**src/hdl/lom_pkg.sv**
```systemverilog
// Shared types and constants for the limit order matcher.
// Depends on nothing; every other file in hdl/ refers to it by scoped names.
package lom_pkg;

   localparam int DEFAULT_BOOK_DEPTH = 64;
   localparam int PRICE_W            = 32;
   localparam int QTY_W              = 32;

   typedef struct packed {
      logic               is_buy;
      logic [PRICE_W-1:0] limit_price;
      logic [QTY_W-1:0]   order_quantity;
   } req_type;

   typedef struct packed {
      logic [QTY_W-1:0]   filled_quantity;
      logic [QTY_W-1:0]   rested_quantity;
      logic [QTY_W-1:0]   dropped_quantity;
      logic [PRICE_W-1:0] top_bid_price;
      logic               bid_present;
      logic [PRICE_W-1:0] top_ask_price;
      logic               ask_present;
   } rsp_type;

   typedef struct packed {
      logic [PRICE_W-1:0] price;
      logic [QTY_W-1:0]   qty;
   } entry_type;

endpackage

```
**src/hdl/lom_req_fifo.sv**
```systemverilog
// Front end: two-entry request queue that decouples intake from the book engine.
// Depends on lom_pkg for the request type.
module lom_req_fifo (
   input  logic             clock,
   input  logic             reset,
   input  logic             in_valid,
   output logic             in_ready,
   input  lom_pkg::req_type in_data,
   output logic             out_valid,
   input  logic             out_ready,
   output lom_pkg::req_type out_data
);

   lom_pkg::req_type slot_ff [2];
   logic             wr_ptr_ff, wr_ptr_in;
   logic             rd_ptr_ff, rd_ptr_in;
   logic [1:0]       fill_ff, fill_in;
   logic             push, pop;

   assign in_ready  = (fill_ff != 2'd2);
   assign out_valid = (fill_ff != 2'd0);
   assign out_data  = slot_ff[rd_ptr_ff];
   assign push      = in_valid && in_ready;
   assign pop       = out_valid && out_ready;

   always_comb begin
      wr_ptr_in = push ? ~wr_ptr_ff : wr_ptr_ff;
      rd_ptr_in = pop ? ~rd_ptr_ff : rd_ptr_ff;
      fill_in   = fill_ff + {1'b0, push} - {1'b0, pop};
   end

   always_ff @(posedge clock) begin
      if (reset) begin
         wr_ptr_ff <= 1'b0;
         rd_ptr_ff <= 1'b0;
         fill_ff   <= 2'd0;
      end else begin
         wr_ptr_ff <= wr_ptr_in;
         rd_ptr_ff <= rd_ptr_in;
         fill_ff   <= fill_in;
      end
   end

   always_ff @(posedge clock) begin
      if (push) begin
         slot_ff[wr_ptr_ff] <= in_data;
      end
   end

endmodule

```
**config.mk**
```make
export PLATFORM = sky130hd
export DESIGN_NAME = lom_req_fifo
export DESIGN_NICKNAME = d
export VERILOG_FILES = /design/src/hdl/lom_pkg.sv /design/src/hdl/lom_req_fifo.sv
export SDC_FILE = /design/constraint.sdc
export NUM_CORES = 1
export LEC_CHECK = 0
export BUFFER_PORTS_ARGS = -buffer_cell sky130_fd_sc_hd__buf_2
export CAP_MARGIN = 30
export CORE_MARGIN = 1.5
export CORE_UTILIZATION = 52
export CTS_CLUSTER_SIZE = 12
export DETAILED_ROUTE_END_ITERATION = 6
export HOLD_SLACK_MARGIN = 0.05
export PLACE_DENSITY = 0.83
export SLEW_MARGIN = 20
export SYNTH_ARGS = -nofsm -noshare
export SYNTH_HDL_FRONTEND = slang
export SYNTH_SLANG_ARGS = --single-unit
export TNS_END_PERCENT = 100
```
**constraint.sdc**
```tcl
create_clock -name clock -period 5.3 [get_ports clock]
set_input_delay 0 -clock clock [delete_from_list [all_inputs] [get_ports clock]]
set_output_delay 0 -clock clock [all_outputs]
set_load 0.02 [all_outputs]
```
Yosys cells after proc, flatten, opt, wreduce, memory -nomap -nowiden
Memories as Yosys holds them, arrays and structs flattened. A register that Yosys moved wholly into a read port is not among the register bits.
Cells that the tools add are included.
Widths: inputs -> output; s select.
- output and inout bits: 67
- memories kept: 1
- input port bits: 69
- bits in latches: 0
- bits in read-only memories: 0
- word-level logic and storage cells: 16
- RAM bits: 130
- flip-flop bits (word level): 4
- add/sub/neg operators: 2
- $mul: 0
- shifts and indexed selects: 0
- reductions and logical operators: 3
- equality and inequality tests: 1
- bitwise logic cells: 2
- mux-type cells: 4
- divide/modulo/power cells: 0
- order comparisons: 0
- memories (memory ; depth ; bits a word ; read ports ; clocked after memory_dff ; write ports ; RTL line ; source):
    slot_ff ; 2 ; 65 ; 1 ; 1 ; 1 ; lom_req_fifo.sv:14 ; lom_pkg::req_type slot_ff [2];
- operator list (operator ; number):
    $mux 1 ; 4
    $add 2x1->2 ; 1
    $logic_and 1x1->1 ; 2
    $ne 2x2->1 const B ; 1
    $not 1->1 ; 2
    $reduce_bool 2->1 ; 1
    $sub 2x1->2 ; 1

Longest topological paths before layout
- depth after elaboration: 4
- depth in mapped cells: 8
- depth with buffers taken out: 8

Worst setup path before layout
OpenSTA, ideal clock, no wires.
- kind: register to register
- start: register fill_ff[0]
- end: memory slot_ff[0][0] (netlist name), enable pin
- cell stages (with the launch flop): 4
- clock period less this slack: 3.858 ns
- arrival time: 3.370 ns
- data required time: 4.812 ns
- path buffers: 0
- path slack: 1.442 ns
- library setup time: 0.488 ns
- cells stage by stage: dfxtp_1 > nand2b_2 > nand2_1 > nor2_1
- cells in the longest elaborated chain, start to end: 4
- ends and longest elaborated chain (element ; RTL line ; source):
    start, declared ; lom_req_fifo.sv:17 ; logic [1:0] fill_ff, fill_in;
    start signal, assigned ; lom_req_fifo.sv:40 ; fill_ff <= fill_in;
    $ne 2x2->1 ; lom_req_fifo.sv:20 ; assign in_ready = (fill_ff != 2'd2);
    net in_ready ; lom_req_fifo.sv:7 ; output logic in_ready,
    $logic_and 1x1->1 ; lom_req_fifo.sv:23 ; assign push = in_valid && in_ready;
    $mux 1 ; lom_req_fifo.sv:45 ; if (push) begin
    $mux 1 (not written as such) ; lom_req_fifo.sv:46 ; slot_ff[wr_ptr_ff] <= in_data;
    end, declared ; lom_req_fifo.sv:14 ;
The timed path passes the listed nets, and every way through them passes these cells.

==> results.json <==
{
  "yosysSeqAreaShare": 0.781,
  "outcome": "finished clean",
  "final.setup.tns_ps": 0,
  "yosysWarnings": 0,
  "gp_congestion": 0.752,
  "fmax_ghz": 0.416,
  "r2r_setup_slack_ps": 2970,
  "ios": 136,
  "core_area_sq_um": 9680,
  "wire_per_inst_um": 16.1,
  "cp_num_cells": 3,
  "drt-total-wl_mm": 9.52,
  "crit_fanout": 39,
  "avgSynthCellArea_sq_um": 22.7,
  "areaGrowthSynthToFinish_pct": 40.4,
  "drcViolationCount": 0,
  "yosysMostFrequentCell": "edfxtp_1",
  "internal-power_w": 0.00247,
  "synth_top_cell_area_share": 0.762,
  "globalRouteOverflowTotal": 0,
  "fillCellCount": 545,
  "die-area_sq_um": 10500,
  "post-route-period-util": 0.454,
  "cts_tree": "done",
  "slowest_stage": "dfxtp_4",
  "synth_edf_count": 130,
  "drv_cap": 0,
  "rows": 36,
  "power.total_w": 0.00343,
  "fin_crit_ps": 2410,
  "dr.pass1.iters": 4,
  "post_cts_buffers": 0,
  "crit_required_ps": 5300,
  "drt_iter0_drc": 94,
  "cpPeakStageDelay_ps": 650,
  "relSlewSlack": 0.402,
  "vias_per_cell": 4.81,
  "grt_pass1_vias": 2853,
  "setup_violations": 0,
  "dpl.hpwl_mm": 5.49,
  "clk_pin_slew_ps": 60,
  "drive_gt1_frac": 0.521,
  "r2r_cells": 4,
  "vias": 2836,
  "die_w_um": 102,
  "n_antenna_cell": 0,
  "cts_root_buf": "clkbuf_8",
  "critPathKind": "reg -> out",
  "syn-cell-area_sq_um": 5130,
  "critPathCaptureType": "output port",
  "yosys_register_bits": 135,
  "post_synth_main_area_contributors": "edfxtp_1 (76%), mux2_4 (15%), mux2_2 (3.5%)",
  "finalHoldViolCount": 0,
  "worst_ir_drop_vdd_uv": 290,
  "synth.top_cells.by_count": "edfxtp_1 (130), mux2_4 (50), mux2_2 (16)",
  "synth_cell_type_count": 17,
  "grt_max_degree": 40,
  "p_sw_frac": 0.281,
  "worst_pin_slew_ps": 895,
  "seqPwrFrac": 0.414,
  "cts.sinks": 135,
  "crit_path_cell_trace": "buf_4 -> mux2_2 -> buf_2",
  "hold_class": "in -> reg",
  "min_path_cells": 2,
  "ant_nets": 0,
  "synth_top_area_cell": "edfxtp_1",
  "combinationalPowerShare": 0.261,
  "antenna_found_initial": 0,
  "synth_cells": 226,
  "io_buffers": 135,
  "async_flop_share": 0,
  "worst_setup_path_start_kind": "register",
  "h-tree-depth": 4,
  "critPathTopFamily": "buffers and inverters",
  "crit_arrival_ps": 2410,
  "cts_resized": 0,
  "start_util": 0.529,
  "p_clk_frac": 0.325,
  "insertion_delay_ps": 520,
  "path_buf_inv": 2,
  "synth_ff_type": "edfxtp_1",
  "syn_nets": 297,
  "fin_skew_ps": 11.6,
  "powerDensity_nw_per_um2": 477,
  "grt_pass1_wl_mm": 14.0,
  "die_h_um": 102,
  "nets": 516,
  "switching_power_w": 0.000964,
  "cts_hold_buf": 69,
  "cts_buffers": 17,
  "cts.path.max_buffers": 2,
  "leakage_nw": 2.85,
  "drv_slew": 0,
  "grtUsageTotal": 0.188,
  "rsz0062_at_grt": "false"
}
-- cells in the final DEF, fill, tap and decap left out --
| cell type | instances |
|---|---|
| clkinv_4 | 2 |
| nand2_1 | 1 |
| clkinvlp_4 | 4 |
| and3_2 | 1 |
| xor2_1 | 1 |
| bufinv_16 | 3 |
| or2_2 | 1 |
| edfxtp_1 | 130 |
| nand2b_2 | 1 |
| nor2_4 | 1 |
| clkbuf_8 | 1 |
| buf_4 | 3 |
| nor2_1 | 4 |
| clkbuf_16 | 16 |
| dfxtp_4 | 1 |
| clkinv_1 | 2 |
| mux2_2 | 16 |
| xnor2_1 | 2 |
| mux2_4 | 50 |
| clkinv_2 | 3 |
| inv_1 | 1 |
| dfxtp_1 | 4 |
| buf_2 | 135 |
| dlygate4sd3_1 | 69 |
| nor2b_1 | 2 |
| ha_1 | 2 |
| o21a_1 | 1 |
-- worst paths after layout --
check | from | end
setup / recovery | register | out_data[2]
hold reg to reg | rd_ptr_ff$_SDFFE_PP0P_ | rd_ptr_ff$_SDFFE_PP0P_
setup reg to reg | fill_ff[0]$_SDFF_PP0_ | slot_ff[0][8]$_DFFE_PP_
hold / removal | in_data[24] | slot_ff[0][24]$_DFFE_PP_
-- power by group through the flow --
stage	registers, W	clock network [W]	logic, W
3_5_place_dp	0.00144	0	0.000850
2_1_floorplan	0.00140	0	0.000666
5_1_grt	0.00143	0.00119	0.000956
3_3_place_gp	0.00143	0	0.000836
4_1_cts	0.00142	0.00114	0.000896
6_report	0.00142	0.00112	0.000897
-- flip-flops by register name, summed over array words and instances (netlist names), named ones only --
register / flops
fill_ff: 2
rd_ptr_ff: 1
slot_ff: 130
wr_ptr_ff: 1
-- area by class of cell --
type,count,area [sq um],area share
well taps,133,166,0.0231
multi-input cells,83,1050,0.147
clock inverters,14,160,0.0223
repair buffers,207,1390,0.193
inverters,1,3.75,0.000522
clock buffers,17,414,0.0576
flip-flops and latches,135,4010,0.557
-- layer usage --
layer  track usage  share of wire  routed length (um)  vias up
met1         0.213           0.41                3900     1383
met3        0.0732          0.054                 514       13
li1              -              -                   -     1335
met2         0.321           0.52                4980      105
met5             0              0                   0        -
met4        0.0780          0.014                 133        0
-- worst register-to-register path, stage by stage (launching register included) --
cell      delay [ps]
dfxtp_1          370
nand2b_2         160
nand2_1          140
nor2_4           710
buf_4            580
-- cells by family after synthesis --
family / share of synthesized area
multiplexers: 0.182
flip-flops: 0.781
buffers and inverters: 0.0149
AO/OA/AOI/OAI: 0.00147
XOR/XNOR: 0.00513
adder cells (fa/ha/maj): 0.00488
AND/OR/NAND/NOR: 0.0110
-- per-stage QoR --
| stage | area (sq um) | hold slack, ps | util | instances | setup WS (ps) |
|---|---|---|---|---|---|
| finish | 7200 | 206 | 0.743 | 590 | 2890 |
| CTS | 7200 | 176 | 0.743 | 590 | 2820 |
| global route | 7200 | 187 | 0.743 | 590 | 2760 |
| floorplan | 5130 | 71.6 | - | 226 | 1440 |
| detailed placement | 5930 | 192 | 0.612 | 490 | 2940 |
| global placement | 5930 | 187 | 0.612 | 490 | 3070 |
Power figures use the tool's default switching activity.
